[src/sv/ping_pong_rx_byte_buffer_macros.svh]
// Assertion macros for the ping-pong receive byte buffer.
// Depends on nothing; the including module provides clk and rst_n.
`ifndef PING_PONG_RX_BYTE_BUFFER_MACROS_SVH
`define PING_PONG_RX_BYTE_BUFFER_MACROS_SVH
`ifndef NO_ASSERTIONS
// same-cycle implication, checked outside reset
`define PPRB_ASSERT_IMP(lbl, ante, cons, msg) \
  lbl: assert property (@(posedge clk) disable iff (!rst_n) (ante) |-> (cons)) \
    else $error(msg);
// next-cycle implication, checked outside reset
`define PPRB_ASSERT_NXT(lbl, ante, cons, msg) \
  lbl: assert property (@(posedge clk) disable iff (!rst_n) (ante) |=> (cons)) \
    else $error(msg);
`else
`define PPRB_ASSERT_IMP(lbl, ante, cons, msg)
`define PPRB_ASSERT_NXT(lbl, ante, cons, msg)
`endif
`endif

[src/sv/pprb_pkg.sv]
// Shared types and constants for the ping-pong receive byte buffer.
// No dependencies.
package pprb_pkg;

  localparam int PPRB_BANK_DEPTH = 16;

  localparam logic MODE_RX   = 1'b0;
  localparam logic MODE_TICK = 1'b1;

  typedef enum logic [1:0] {
    ST_IDLE  = 2'b01,
    ST_DRAIN = 2'b10
  } pprb_state_t;

  typedef struct packed {
    logic rx_write;
    logic swap;
    logic rd_issue;
  } pprb_cmd_t;

  typedef struct packed {
    logic bank_full;
    logic bank_nonempty;
    logic deliver_en;
    logic rd_at_last;
  } pprb_status_t;

endpackage

[src/sv/pprb_ctrl.sv]
// Controller for the ping-pong receive byte buffer: decodes items and sequences drains.
// Depends on pprb_pkg.
module pprb_ctrl
  import pprb_pkg::*;
(
  input  logic         clk,
  input  logic         rst_n,
  input  logic         start,
  input  logic         in_mode,
  input  pprb_status_t status,
  output pprb_cmd_t    cmd,
  output logic         busy
);

  pprb_state_t state_r, state_nxt;

  always_comb begin
    state_nxt    = state_r;
    cmd.rx_write = 1'b0;
    cmd.swap     = 1'b0;
    cmd.rd_issue = 1'b0;
    busy         = 1'b0;
    unique case (state_r)
      ST_IDLE: begin
        if (start) begin
          if (in_mode == MODE_RX) begin
            // drop the word when the active bank is full
            cmd.rx_write = !status.bank_full;
          end else if (status.bank_nonempty) begin
            cmd.swap = 1'b1;
            if (status.deliver_en) begin
              state_nxt = ST_DRAIN;
            end
          end
        end
      end
      ST_DRAIN: begin
        busy         = 1'b1;
        cmd.rd_issue = 1'b1;
        if (status.rd_at_last) begin
          state_nxt = ST_IDLE;
        end
      end
      default: begin
        state_nxt = ST_IDLE;
      end
    endcase
  end

  always_ff @(posedge clk) begin
    if (!rst_n) begin
      state_r <= ST_IDLE;
    end else begin
      state_r <= state_nxt;
    end
  end

endmodule

[src/sv/pprb_datapath.sv]
// Datapath for the ping-pong receive byte buffer: bank counts, byte store, output word.
// Depends on pprb_pkg.
module pprb_datapath
  import pprb_pkg::*;
#(
  parameter int BANK_DEPTH = PPRB_BANK_DEPTH
) (
  input  logic         clk,
  input  logic         rst_n,
  input  logic         cfg_we,
  input  logic         cfg_wdata,
  input  logic [7:0]   in_byte_in,
  input  pprb_cmd_t    cmd,
  output pprb_status_t status,
  output logic         out_valid,
  output logic [7:0]   out_byte_out,
  output logic         out_last_of_run
);

  localparam int STORE_DEPTH = 2 * BANK_DEPTH;
  localparam int AW          = $clog2(STORE_DEPTH);
  localparam int CW          = $clog2(BANK_DEPTH);

  logic [7:0]    mem_r [STORE_DEPTH];
  logic [7:0]    rd_data_r;
  logic          deliver_en_r;
  logic          active_r;
  logic [CW-1:0] cnt0_r, cnt1_r;
  logic          drain_bank_r;
  logic [CW-1:0] drain_n_r;
  logic [CW-1:0] ptr_r;
  logic          out_valid_r, out_last_r;

  logic [CW-1:0] cnt_act;
  logic [AW-1:0] wr_addr, rd_addr;

  assign cnt_act = active_r ? cnt1_r : cnt0_r;
  assign wr_addr = AW'(cnt_act) + (active_r ? AW'(BANK_DEPTH) : AW'(0));
  assign rd_addr = AW'(ptr_r) + (drain_bank_r ? AW'(BANK_DEPTH) : AW'(0));

  assign status.bank_full     = (cnt_act == CW'(BANK_DEPTH - 1));
  assign status.bank_nonempty = (cnt_act != CW'(0));
  assign status.deliver_en    = deliver_en_r;
  assign status.rd_at_last    = (ptr_r == CW'(drain_n_r - CW'(1)));

  always_ff @(posedge clk) begin
    if (!rst_n) begin
      deliver_en_r <= 1'b0;
      active_r     <= 1'b0;
      cnt0_r       <= '0;
      cnt1_r       <= '0;
      out_valid_r  <= 1'b0;
      out_last_r   <= 1'b0;
    end else begin
      if (cfg_we) begin
        deliver_en_r <= cfg_wdata;
      end
      if (cmd.rx_write) begin
        if (active_r) begin
          cnt1_r <= cnt1_r + CW'(1);
        end else begin
          cnt0_r <= cnt0_r + CW'(1);
        end
      end
      if (cmd.swap) begin
        // clear the drained bank and hand filling to the other one
        if (active_r) begin
          cnt1_r <= '0;
        end else begin
          cnt0_r <= '0;
        end
        active_r <= !active_r;
      end
      out_valid_r <= cmd.rd_issue;
      out_last_r  <= cmd.rd_issue && status.rd_at_last;
    end
  end

  // drain bookkeeping; only meaningful while a drain runs
  always_ff @(posedge clk) begin
    if (cmd.swap) begin
      drain_bank_r <= active_r;
      drain_n_r    <= cnt_act;
      ptr_r        <= '0;
    end else if (cmd.rd_issue) begin
      ptr_r <= ptr_r + CW'(1);
    end
  end

  always_ff @(posedge clk) begin
    if (cmd.rx_write) begin
      mem_r[wr_addr] <= in_byte_in;
    end
    if (cmd.rd_issue) begin
      rd_data_r <= mem_r[rd_addr];
    end
  end

  assign out_valid       = out_valid_r;
  assign out_byte_out    = rd_data_r;
  assign out_last_of_run = out_last_r;

endmodule

[src/sv/ping_pong_rx_byte_buffer.sv]
// Top level of the ping-pong receive byte buffer: controller plus datapath.
// Depends on pprb_pkg, pprb_ctrl, pprb_datapath and the assertion macro header.
//
// A receive word (in_mode 0) yields nothing. A tick (in_mode 1) on a bank holding
// n bytes with delivery on keeps busy high while the bank is drained, one read
// of the byte store's single read port per cycle; each byte appears on out_byte_out
// with out_valid in the cycle after its read, so the last (out_last_of_run) arrives
// in the same cycle that busy falls. Results cannot be stalled: sample them whenever
// out_valid is high. A tick on an empty bank, or with delivery off, starts no drain.
`include "ping_pong_rx_byte_buffer_macros.svh"
module ping_pong_rx_byte_buffer
  import pprb_pkg::*;
#(
  parameter int BANK_DEPTH = PPRB_BANK_DEPTH
) (
  input  logic       clk,
  input  logic       rst_n,
  input  logic       start,
  output logic       busy,
  input  logic       in_mode,
  input  logic [7:0] in_byte_in,
  output logic       out_valid,
  output logic [7:0] out_byte_out,
  output logic       out_last_of_run,
  input  logic       cfg_we,
  input  logic       cfg_wdata
);

  pprb_cmd_t    cmd;
  pprb_status_t status;

  pprb_ctrl u_ctrl (
    .clk     (clk),
    .rst_n   (rst_n),
    .start   (start),
    .in_mode (in_mode),
    .status  (status),
    .cmd     (cmd),
    .busy    (busy)
  );

  pprb_datapath #(
    .BANK_DEPTH (BANK_DEPTH)
  ) u_datapath (
    .clk             (clk),
    .rst_n           (rst_n),
    .cfg_we          (cfg_we),
    .cfg_wdata       (cfg_wdata),
    .in_byte_in      (in_byte_in),
    .cmd             (cmd),
    .status          (status),
    .out_valid       (out_valid),
    .out_byte_out    (out_byte_out),
    .out_last_of_run (out_last_of_run)
  );

  `PPRB_ASSERT_NXT(a_read_gives_word, cmd.rd_issue, out_valid, "read issued but no word out")
  `PPRB_ASSERT_NXT(a_no_stray_word, !cmd.rd_issue, !out_valid, "word out without a read")
  `PPRB_ASSERT_IMP(a_swap_needs_data, cmd.swap, status.bank_nonempty, "swap on empty bank")
  `PPRB_ASSERT_NXT(a_last_ends_run, out_valid && out_last_of_run, !out_valid, "word after last")

endmodule

[config.mk]
export PLATFORM = sky130hd
export DESIGN_NAME = ping_pong_rx_byte_buffer
export DESIGN_NICKNAME = d
export VERILOG_FILES = /design/src/sv/pprb_pkg.sv /design/src/sv/pprb_ctrl.sv /design/src/sv/pprb_datapath.sv /design/src/sv/ping_pong_rx_byte_buffer.sv
export VERILOG_INCLUDE_DIRS = /design/src /design/src/sv
export SDC_FILE = /design/constraint.sdc
export NUM_CORES = 1
export LEC_CHECK = 0
export BUFFER_PORTS_ARGS = -buffer_cell sky130_fd_sc_hd__buf_2
export CAP_MARGIN = 40
export CORE_ASPECT_RATIO = 0.9
export CORE_MARGIN = 8
export CORE_UTILIZATION = 33
export CTS_CLUSTER_DIAMETER = 200
export DETAILED_ROUTE_END_ITERATION = 6
export SLEW_MARGIN = 20
export SYNTH_ARGS = -nofsm -noshare
export SYNTH_HDL_FRONTEND = slang
export SYNTH_SLANG_ARGS = --single-unit
[constraint.sdc]
create_clock -name clk -period 2.2 [get_ports clk]
set_input_delay 0.11 -clock clk [delete_from_list [all_inputs] [get_ports clk]]
set_output_delay 0.11 -clock clk [all_outputs]
set_load 0.02 [all_outputs]
**After elaboration in Yosys (flattened, before gate mapping)**

Memories as Yosys holds them, arrays and structs flattened. A register that Yosys moved wholly into a read port is not among the register bits.
Cells that the tools add are included.

- Output and inout bits: 11
- Logic and storage cells: 56
- Flip-flop bits (word level): 23
- Memories: 1
- Memory bits (writable): 256
- Input bits: 14

- Multiplexer cells: 25
- Add/subtract/negate cells: 6
- Equality and inequality tests: 9
- Reductions and logical operators: 5

Memory list:

| memory | words | width | read ports | clocked after memory_dff | write ports | line | text |
|---|---|---|---|---|---|---|---|
| u_datapath.mem_r | 32 | 8 | 1 | 1 | 1 | pprb_datapath.sv:24 | `logic [7:0] mem_r [STORE_DEPTH];` |

Operators by type and width:

| operator | number |
|---|---|
| $mux W4 | 9 |
| $mux W2 | 7 |
| $add A4 B1 Y4 const B | 3 |
| $add A4 B5 Y5 | 2 |
| $mux W5 | 2 |
| $mux W1 | 6 |
| $ne A2 B2 Y1 const B | 3 |
| $reduce_and A5 Y1 | 1 |
| $eq A4 B4 Y1 | 1 |
| $eq A4 B4 Y1 const B | 1 |
| $ne A2 B1 Y1 const B | 2 |
| $pmux W2 S2 | 1 |
| $reduce_bool A4 Y1 | 1 |
| $sub A4 B1 Y4 const B | 1 |
| $eq A2 B1 Y1 const B | 1 |
| $eq A2 B2 Y1 const B | 1 |
| $logic_not A1 Y1 | 2 |
| $logic_and A1 B1 Y1 | 1 |

**Depth between registers and ports, before layout**

Gate-level depths: netlist of run 1.

- Depth in word-level cells: 9
- Depth in mapped cells: 8
- Gate-level depth less buffers: 6

**By module**

From an unflattened synthesis of run 1, not the netlist that was laid out.

- Cells, all modules: 543
- Area total of the unflattened synthesis: 11334.6 um2

By module, submodules not included:

| module | times used | seq. area each (um2) | area an instance (um2) | cells each |
|---|---|---|---|---|
| pprb_datapath | 1 | 8398.1 | 11218.3 | 532 |
| pprb_ctrl | 1 | 40.0 | 116.4 | 11 |

**Worst setup path before layout of run 1**

OpenSTA, ideal clock, no wires.

- Path type: register to register
- Start point: register u_datapath.active_r
- End point: memory u_datapath.mem_r[24][0] (enable)
- Data required time: 1.830 ns
- Arrival: 1.701 ns
- Clock period less this slack: 2.071 ns
- Buffers on the path: 2
- Cell stages (with the launch flop): 7
- Slack: 0.129 ns
- Setup time: 0.370 ns
- Path through: dfxtp_1 -> buf_2 -> buf_2 -> mux2_2 -> nor2_1 -> nand2_1 -> nor2_1

- Longest elaborated chain between the ends: 8
- Elaborated cells on any way between the ends: 10
- Those cells by class: add/sub: 1; eq/ne: 1; mux: 7; reduce/logical: 1

Ends and longest elaborated chain:

| what | line | text |
|---|---|---|
| start, declared | pprb_datapath.sv:27 | `logic active_r;` |
| start signal, assigned | pprb_datapath.sv:72 | `active_r <= !active_r;` |
| $mux W4 (*) | pprb_datapath.sv:37 | `assign cnt_act = active_r ? cnt1_r : cnt0_r;` |
| net u_datapath.cnt_act[1] | pprb_datapath.sv:34 | `logic [CW-1:0] cnt_act;` |
| $eq A4 B4 Y1 | pprb_datapath.sv:41 | `assign status.bank_full = (cnt_act == CW'(BANK_DEPTH - 1));` |
| $logic_not A1 Y1 | pprb_ctrl.sv:28 | `cmd.rx_write = !status.bank_full;` |
| $mux W1 | pprb_ctrl.sv:26 | `if (in_mode == MODE_RX) begin` |
| $mux W2 | pprb_ctrl.sv:25 | `if (start) begin` |
| $mux W2 | pprb_ctrl.sv:23 | `unique case (state_r)` |
| $mux W1 | pprb_datapath.sv:91 | `if (cmd.rx_write) begin` |
| $mux W1 (not written as such) | pprb_datapath.sv:92 | `mem_r[wr_addr] <= in_byte_in;` |
| end, declared | pprb_datapath.sv:24 |  |

Mark *: on every way through the listed nets, which the timed path passes. The rest lies on a longest branch.

**Final worst setup path of run 1**

- Start point: register u_datapath.ptr_r[1]
- End point: register u_datapath.rd_data_r[4] (netlist: u_datapath.out_byte_out[4]) (read register of u_datapath.mem_r), data pin

- Longest elaborated chain between the ends: 1

Ends and longest elaborated chain:

| what | line | text |
|---|---|---|
| start, declared | pprb_datapath.sv:31 | `logic [CW-1:0] ptr_r;` |
| start signal, assigned | pprb_datapath.sv:86 | `ptr_r <= ptr_r + CW'(1);` |
| $add A4 B5 Y5 | pprb_datapath.sv:39 | `assign rd_addr = AW'(ptr_r) + (drain_bank_r ? AW'(BANK_DEPTH) : AW'(0));` |
| end, declared | pprb_datapath.sv:25 | `logic [7:0] rd_data_r;` |

Every way passes these cells.
A chain may end at the register's enable or synchronous reset.

==> results.yml, run 1 <==
route:
  drc: 0
  dr.pass1.iters: 4
  drtIter0Drc: 390
  wirelength_mm: 24.7
  vias: 6030
  ant_nets: 0
  wl_per_cell_um: 20.0
  via_per_inst: 4.87
placed_design:
  placed_area_um2: 12600
  dpl.hpwl_mm: 15.8
  pre_cts_slack_ps: -39.4
  portBuffers: 24
  place_congestion: 0.758
setup_path:
  slowest_delay_ps: 560
  endpoint_kind: "flip-flop"
  cp_cell_sequence: "buf_12 > mux4_1 > a22o_1 > a221oi_2 > nand3_1"
  r2r_end: "u_datapath.out_byte_out[4]"
  crit_slowest_cell: "mux4_1"
  required_ps: 2450
  reg2reg_depth: 5
  rrSetupSlack_ps: 40
  cp_max_fo: 15
  worst-setup-path-type: "reg2reg"
  r2r-start: "u_datapath.ptr_r[1]"
  critPathTopFamily: "compound AO/OA/AOI/OAI gates"
  cp-start-kind: "flip-flop"
  path_buf_inv: 1
  arrival_ps: 2410
floorplanning:
  die-area_um2: 41300
  die_h_um: 194
  io_pins: 25
  rows: 65
  core-area_um2: 34800
  start_util: 0.332
  dieWidth_um: 213
final_layout:
  drive_above_1_share: 0.203
  area_growth_pct: 17.2
  antennaDiodeCount: 0
  n_fill_cell: 3249
  final_cell_area_um2: 13600
  num-nets-final: 768
  final_util: 0.390
power:
  power_density_nw_per_um2: 874
  leakagePower_nw: 4.35
  p_total_mw: 11.9
  peakVddDrop_v: 0.000501
clocking:
  clockBufferDepth: 3
  cts_setup_buffers: 0
  cts-root-buf: "clkbuf_16"
  htreeDepth: 1
  numCtsBuffers: 29
  cts_tree: "done"
  clkLatencyLatePin_ps: 530
  clkTransAtPathRegs_ps: 60
  clock-sinks: 287
yosys:
  ys_top_cells_by_count: "edfxtp_1, mux2i_1, nor2_1, nand3_1, a22oi_1"
  synth_top_area_cell: "edfxtp_1"
  synth_area_leaders: "edfxtp_1, mux2i_1, mux4_1"
  async_flop_share: 0
  synth.yosys.seq_area_share: 0.729
  ys.flop_type: "edfxtp_1"
  yosys_warnings: 0
  yosys.cell_types.count: 58
  synth.most_common_cell: "edfxtp_1"
  ys_ff_latch: 287
  synth_edf_count: 269
  yosysTopAreaCellShare: 0.698
  synth_cells: 651
  syn-cell-area_um2: 11600
  syn_area_per_cell_um2: 17.8
min_path:
  hp-start: "in_byte_in[7]"
  holdCritPathClass: "in2reg"
  holdPathStages: 1
  min_to: "u_datapath.mem_r[4][7]"
timing:
  setup-violations-final: 0
  max_slew_margin: 0.470
  fin_hold_ws_ps: 134
  worstMarginPinSlew_ps: 792
  fin_crit_sh: 0.982
  final_hold_viol_count: 0
  max_freq_ghz: 0.463
  drv_slew: 0
  setup_ws_ps: 38.5
  finalCriticalPeriod_ps: 2160
  final.setup_skew_ps: 12.3
  rsz0062_at_grt: "no"
grt:
  grt_max_degree: 68
  antenna_found_initial: 0
  grt_overflow: 0
  track_usage: 0.119
  grt_pass1_wl_mm: 38.2
  grt_pass1_vias: 6200
job:
  cap_violations: 0
status:
  run_status: "finished clean"
[per-layer routing]
metal / track usage / part of all wire
met1: 0.170 / 0.47
met2: 0.191 / 0.47
met3: 0.0189 / 0.038
met4: 0.0249 / 0.017
met5: 0 / 0
[cells in the final DEF (no fill, tap or decap), drive strengths merged, types with 3 or more instances in the layout]
cell         netlist  routed
clkinv             0      12
inv                8       8
nand3             33      33
mux2i             66      66
and2               5       5
nand2             12      12
a221oi             8       8
nand4              3       3
mux2               3       3
nor2              40      40
dlygate4sd3        0       3
a31oi              3       3
xor2               6       6
a22o               9       9
o21ai              6       6
buf               21      83
dfxtp             18      18
nor2b              6       6
nor3b              3       3
or3                4       4
nor3               3       3
ha                 6       6
edfxtp           269     269
o211ai             3       3
o22ai              3       3
mux4              32      32
a21oi              5       5
clkbuf            14      38
a22oi             32      32
xnor2              3       3
conb               1      16
[worst max-delay path by stage]
| stage | cells after the start | endpoint | slack [ps] | start |
|---|---|---|---|---|
| after global placement | 5 | u_datapath.out_byte_out[4] | -40 | u_datapath.ptr_r[1] |
| after global routing | 5 | u_datapath.out_byte_out[7] | 3 | u_datapath.ptr_r[1] |
| after detailed placement | 5 | u_datapath.out_byte_out[4] | -40 | u_datapath.ptr_r[1] |
| final | 5 | u_datapath.out_byte_out[4] | 40 | u_datapath.ptr_r[1] |
| after floorplan | 6 | u_datapath.mem_r[24][0] | 130 | u_datapath.active_r |
| after CTS | 5 | u_datapath.out_byte_out[0] | 30 | u_datapath.ptr_r[1] |
[worst register-to-register path, delay by kind of cell, from the launching register on]
| family | cells | cell delay [ps] |
|---|---|---|
| mux | 1 | 570 |
| simple gates | 1 | 160 |
| flops | 1 | 380 |
| buf+inv | 1 | 180 |
| compound gates | 2 | 590 |
[flip-flops by register name, summed over array words and instances (netlist names), named ones only]
register / count
u_datapath.mem_r: 256
u_datapath.out_byte_out: 8
u_datapath.drain_n_r: 4
u_datapath.ptr_r: 4
u_ctrl.state_r: 2
u_datapath.active_r: 1
u_datapath.deliver_en_r: 1
u_datapath.drain_bank_r: 1
u_datapath.out_last_of_run: 1
u_datapath.out_valid: 1
[final cells by class]
| cell class | count | area [µm²] | share of cell area |
|---|---|---|---|
| Sequential cell | 287 | 8440 | 0.622 |
| Multi-Input combinational cell | 336 | 3000 | 0.221 |
| Clock buffer | 38 | 759 | 0.0560 |
| Timing Repair Buffer | 86 | 653 | 0.0482 |
| Tap cell | 469 | 587 | 0.0433 |
| Clock inverter | 14 | 93.8 | 0.00692 |
| Inverter | 8 | 30.0 | 0.00221 |
[report_power, final]
part           internal, mW  switching (mW)
combinational         0.552           0.730
sequential             6.06          0.0371
clock                  2.53            1.95
total                  9.14            2.72
[cell families (layout without fill, tap and decap cells)]
group,after synthesis,after routing,share of synthesized area
mux,101,101,0.127
fa+ha+maj,6,6,0.00649
simple gates,122,122,0.0543
other cells,1,16,0.000324
compound gates,82,82,0.0566
buf+inv,43,146,0.0192
xor+xnor,9,9,0.00681
flops,287,287,0.729
[through the flow]
stage          TNS (ps)  cells
6_report              0   1238
5_1_grt               0   1238
4_1_cts               0   1237
3_5_place_dp      -51.9   1182
3_3_place_gp      -62.2   1181
2_1_floorplan         0    666
[repair_timing]
item	in CTS	in global routing
resized for setup	2	5
hold buffers	3	0
setup endpoints to repair	2	25
endpoints found under the hold margin	7	0
(Power assumes the default switching activity.)
==> inputs of run 2 (changes only) <==
--- a/config.mk
+++ b/config.mk
@@ -6,6 +6,7 @@
 export SDC_FILE = /design/constraint.sdc
 export NUM_CORES = 1
 export LEC_CHECK = 0
+export ABC_AREA = 1
 export BUFFER_PORTS_ARGS = -buffer_cell sky130_fd_sc_hd__buf_2
 export CAP_MARGIN = 40
 export CORE_ASPECT_RATIO = 0.9
==> run 2 against run 1 <==
Against the previous run: register-to-register slack better by 260 ps; count of clock-buffer cells in the layout shrank 2; global-route usage increased by 1.8 points; largest cell class unchanged; non-clock buffer count fell by 9; fmax grew 14%; clock power rose by 7.1%; synthesized area up 3.0%.
==> results.yml, run 2 <==
timing:
  drv_slew: 0
  final_hold_viol_count: 0
  max_slew_margin: 0.475
  fin_crit_sh: 0.865
  final.setup_skew_ps: 14.9
  finalCriticalPeriod_ps: 1900
  finalSetupTns_ps: 0
  rsz0062_at_grt: "no"
  worstMarginPinSlew_ps: 787
  setup-violations-final: 0
  max_freq_ghz: 0.525
route:
  ant_nets: 0
  wirelength_mm: 29.4
  dr.pass1.iters: 6
  drc: 0
  vias: 7916
  via_per_inst: 4.85
  wl_per_cell_um: 18.0
  drtIter0Drc: 747
yosys:
  yosysTopAreaCellShare: 0.678
  yosys_warnings: 0
  ys_ff_latch: 287
  synth.most_common_cell: "nand2_1"
  synth_area_leaders: "edfxtp_1, nand2_1, nand3_1"
  async_flop_share: 0
  ys.flop_type: "edfxtp_1"
  ys_top_cells_by_count: "nand2_1, edfxtp_1, nand3_1, nor2_1, buf_2"
  syn_area_per_cell_um2: 11.2
  synth_top_area_cell: "edfxtp_1"
  synth_edf_count: 269
  synth.yosys.seq_area_share: 0.708
  yosys.cell_types.count: 28
  syn-cell-area_um2: 11900
  synth_cells: 1068
floorplanning:
  dieWidth_um: 216
  rows: 66
  die_h_um: 196
  start_util: 0.332
  io_pins: 25
  die-area_um2: 42500
  core-area_um2: 35800
clocking:
  post_cts_resized: 0
  clkLatencyLatePin_ps: 540
  clkTransAtPathRegs_ps: 60
  cts_tree: "done"
  clockBufferDepth: 3
  cts-root-buf: "clkbuf_16"
  htreeDepth: 1
  numCtsBuffers: 29
  clock-sinks: 287
grt:
  grt_pass1_vias: 7827
  track_usage: 0.137
  antenna_found_initial: 0
  grt_pass1_wl_mm: 45.9
  grt_overflow: 0
  grt_max_degree: 132
job:
  cap_violations: 0
final_layout:
  drive_above_1_share: 0.112
  final_util: 0.384
  final_cell_area_um2: 13800
  area_growth_pct: 15.4
  largest_register_ffs: 256
  fin_cells: 1632
  n_fill_cell: 3476
  largest_register: "u_datapath.mem_r"
  num-nets-final: 1153
  layout_commonest_cell: "nand2_1"
  layout_common_cells: "nand2_1, edfxtp_1, nand3_1, nor2_1, buf_4"
  antennaDiodeCount: 0
placed_design:
  place_congestion: 0.821
  dp_cells: 1575
  dpl.hpwl_mm: 17.6
  placed_area_um2: 12800
  portBuffers: 24
status:
  run_status: "finished clean"
power:
  p_total_mw: 13.3
  power_density_nw_per_um2: 969
  peakVddDrop_v: 0.000734
  leakagePower_nw: 5.05
setup_path:
  required_ps: 2460
  arrival_ps: 2160
  crit_slowest_cell: "dfxtp_1"
  cp_max_fo: 6
  endpoint_kind: "flip-flop"
  slowest_delay_ps: 300
  worst-setup-path-type: "reg2reg"
  cp_cell_sequence: "inv_1 > nand2_1 > nor3_2 > inv_1 > nor2_2 > nand2_1 > nor2_1 > buf_4"
  cp-start-kind: "flip-flop"
min_path:
  holdCritPathClass: "in2reg"
run 2: power breakdown:
group	total (mW)	internal [mW]	switching, mW
clock	4.80	2.78	2.03
combinational	2.41	0.689	1.72
sequential	6.11	6.06	0.0493
total	13.3	9.53	3.80
run 2: critical path, delay by kind of cell (launching register included):
family / cells / cell delay [ps]
buffers and inverters: 3 / 320
DFF: 1 / 300
and+or+nand+nor: 5 / 990
run 2: path summary, 6_finish.rpt:
kind,startpoint,endpoint,slack [ps],depth (start not counted)
worst max register to register,u_ctrl.state_r[1],u_datapath.mem_r[23][3],300,8
worst min-delay path,in_mode,u_ctrl.state_r[1],60,5
worst min register to register,flip-flop,flip-flop,480,2
worst max-delay path,u_ctrl.state_r[1],u_datapath.mem_r[23][3],300,8
run 2: final cells by class:
cell class / instances / area (µm²) / share of cell area
Multi-Input combinational cell: 708 / 3110 / 0.226
Tap cell: 476 / 596 / 0.0433
Inverter: 30 / 114 / 0.00828
Sequential cell: 287 / 8440 / 0.614
Timing Repair Buffer: 77 / 563 / 0.0409
Clock buffer: 36 / 752 / 0.0547
Clock inverter: 18 / 170 / 0.0124
run 2: cells by family (layout without fill, tap and decap cells):
kind of cell / after synthesis / after routing / synth area share
XOR/XNOR: 10 / 10 / 0.00735
AO/OA/AOI/OAI: 38 / 38 / 0.0162
buffers and inverters: 88 / 161 / 0.0354
flip-flops: 287 / 287 / 0.708
AND/OR/NAND/NOR: 638 / 638 / 0.226
adder cells (fa/ha/maj): 6 / 6 / 0.00630
other: 1 / 16 / 0.000315
run 2: routing by layer:
| layer | vias to the layer above | track usage | share of wire |
|---|---|---|---|
| met4 | 0 | 0.0368 | 0.027 |
| met3 | 49 | 0.0268 | 0.073 |
| met2 | 259 | 0.222 | 0.46 |
| met1 | 3810 | 0.187 | 0.44 |
| li1 | 3798 | - | - |
| met5 | - | 0 | 0 |
run 2: timing repair:
item	in CTS	in global routing
buffers inserted	0	0
setup endpoints to repair	0	0
hold buffers	3	0
endpoints found under the hold margin	13	0
run 2: through the flow:
| step | setup slack (ps) | hold WS (ps) |
|---|---|---|
| after CTS | 235 | 42.3 |
| after global placement | 224 | 303 |
| after detailed placement | 266 | 304 |
| after global routing | 135 | 72.3 |
| final | 296 | 64.3 |
| after floorplan | 403 | 203 |
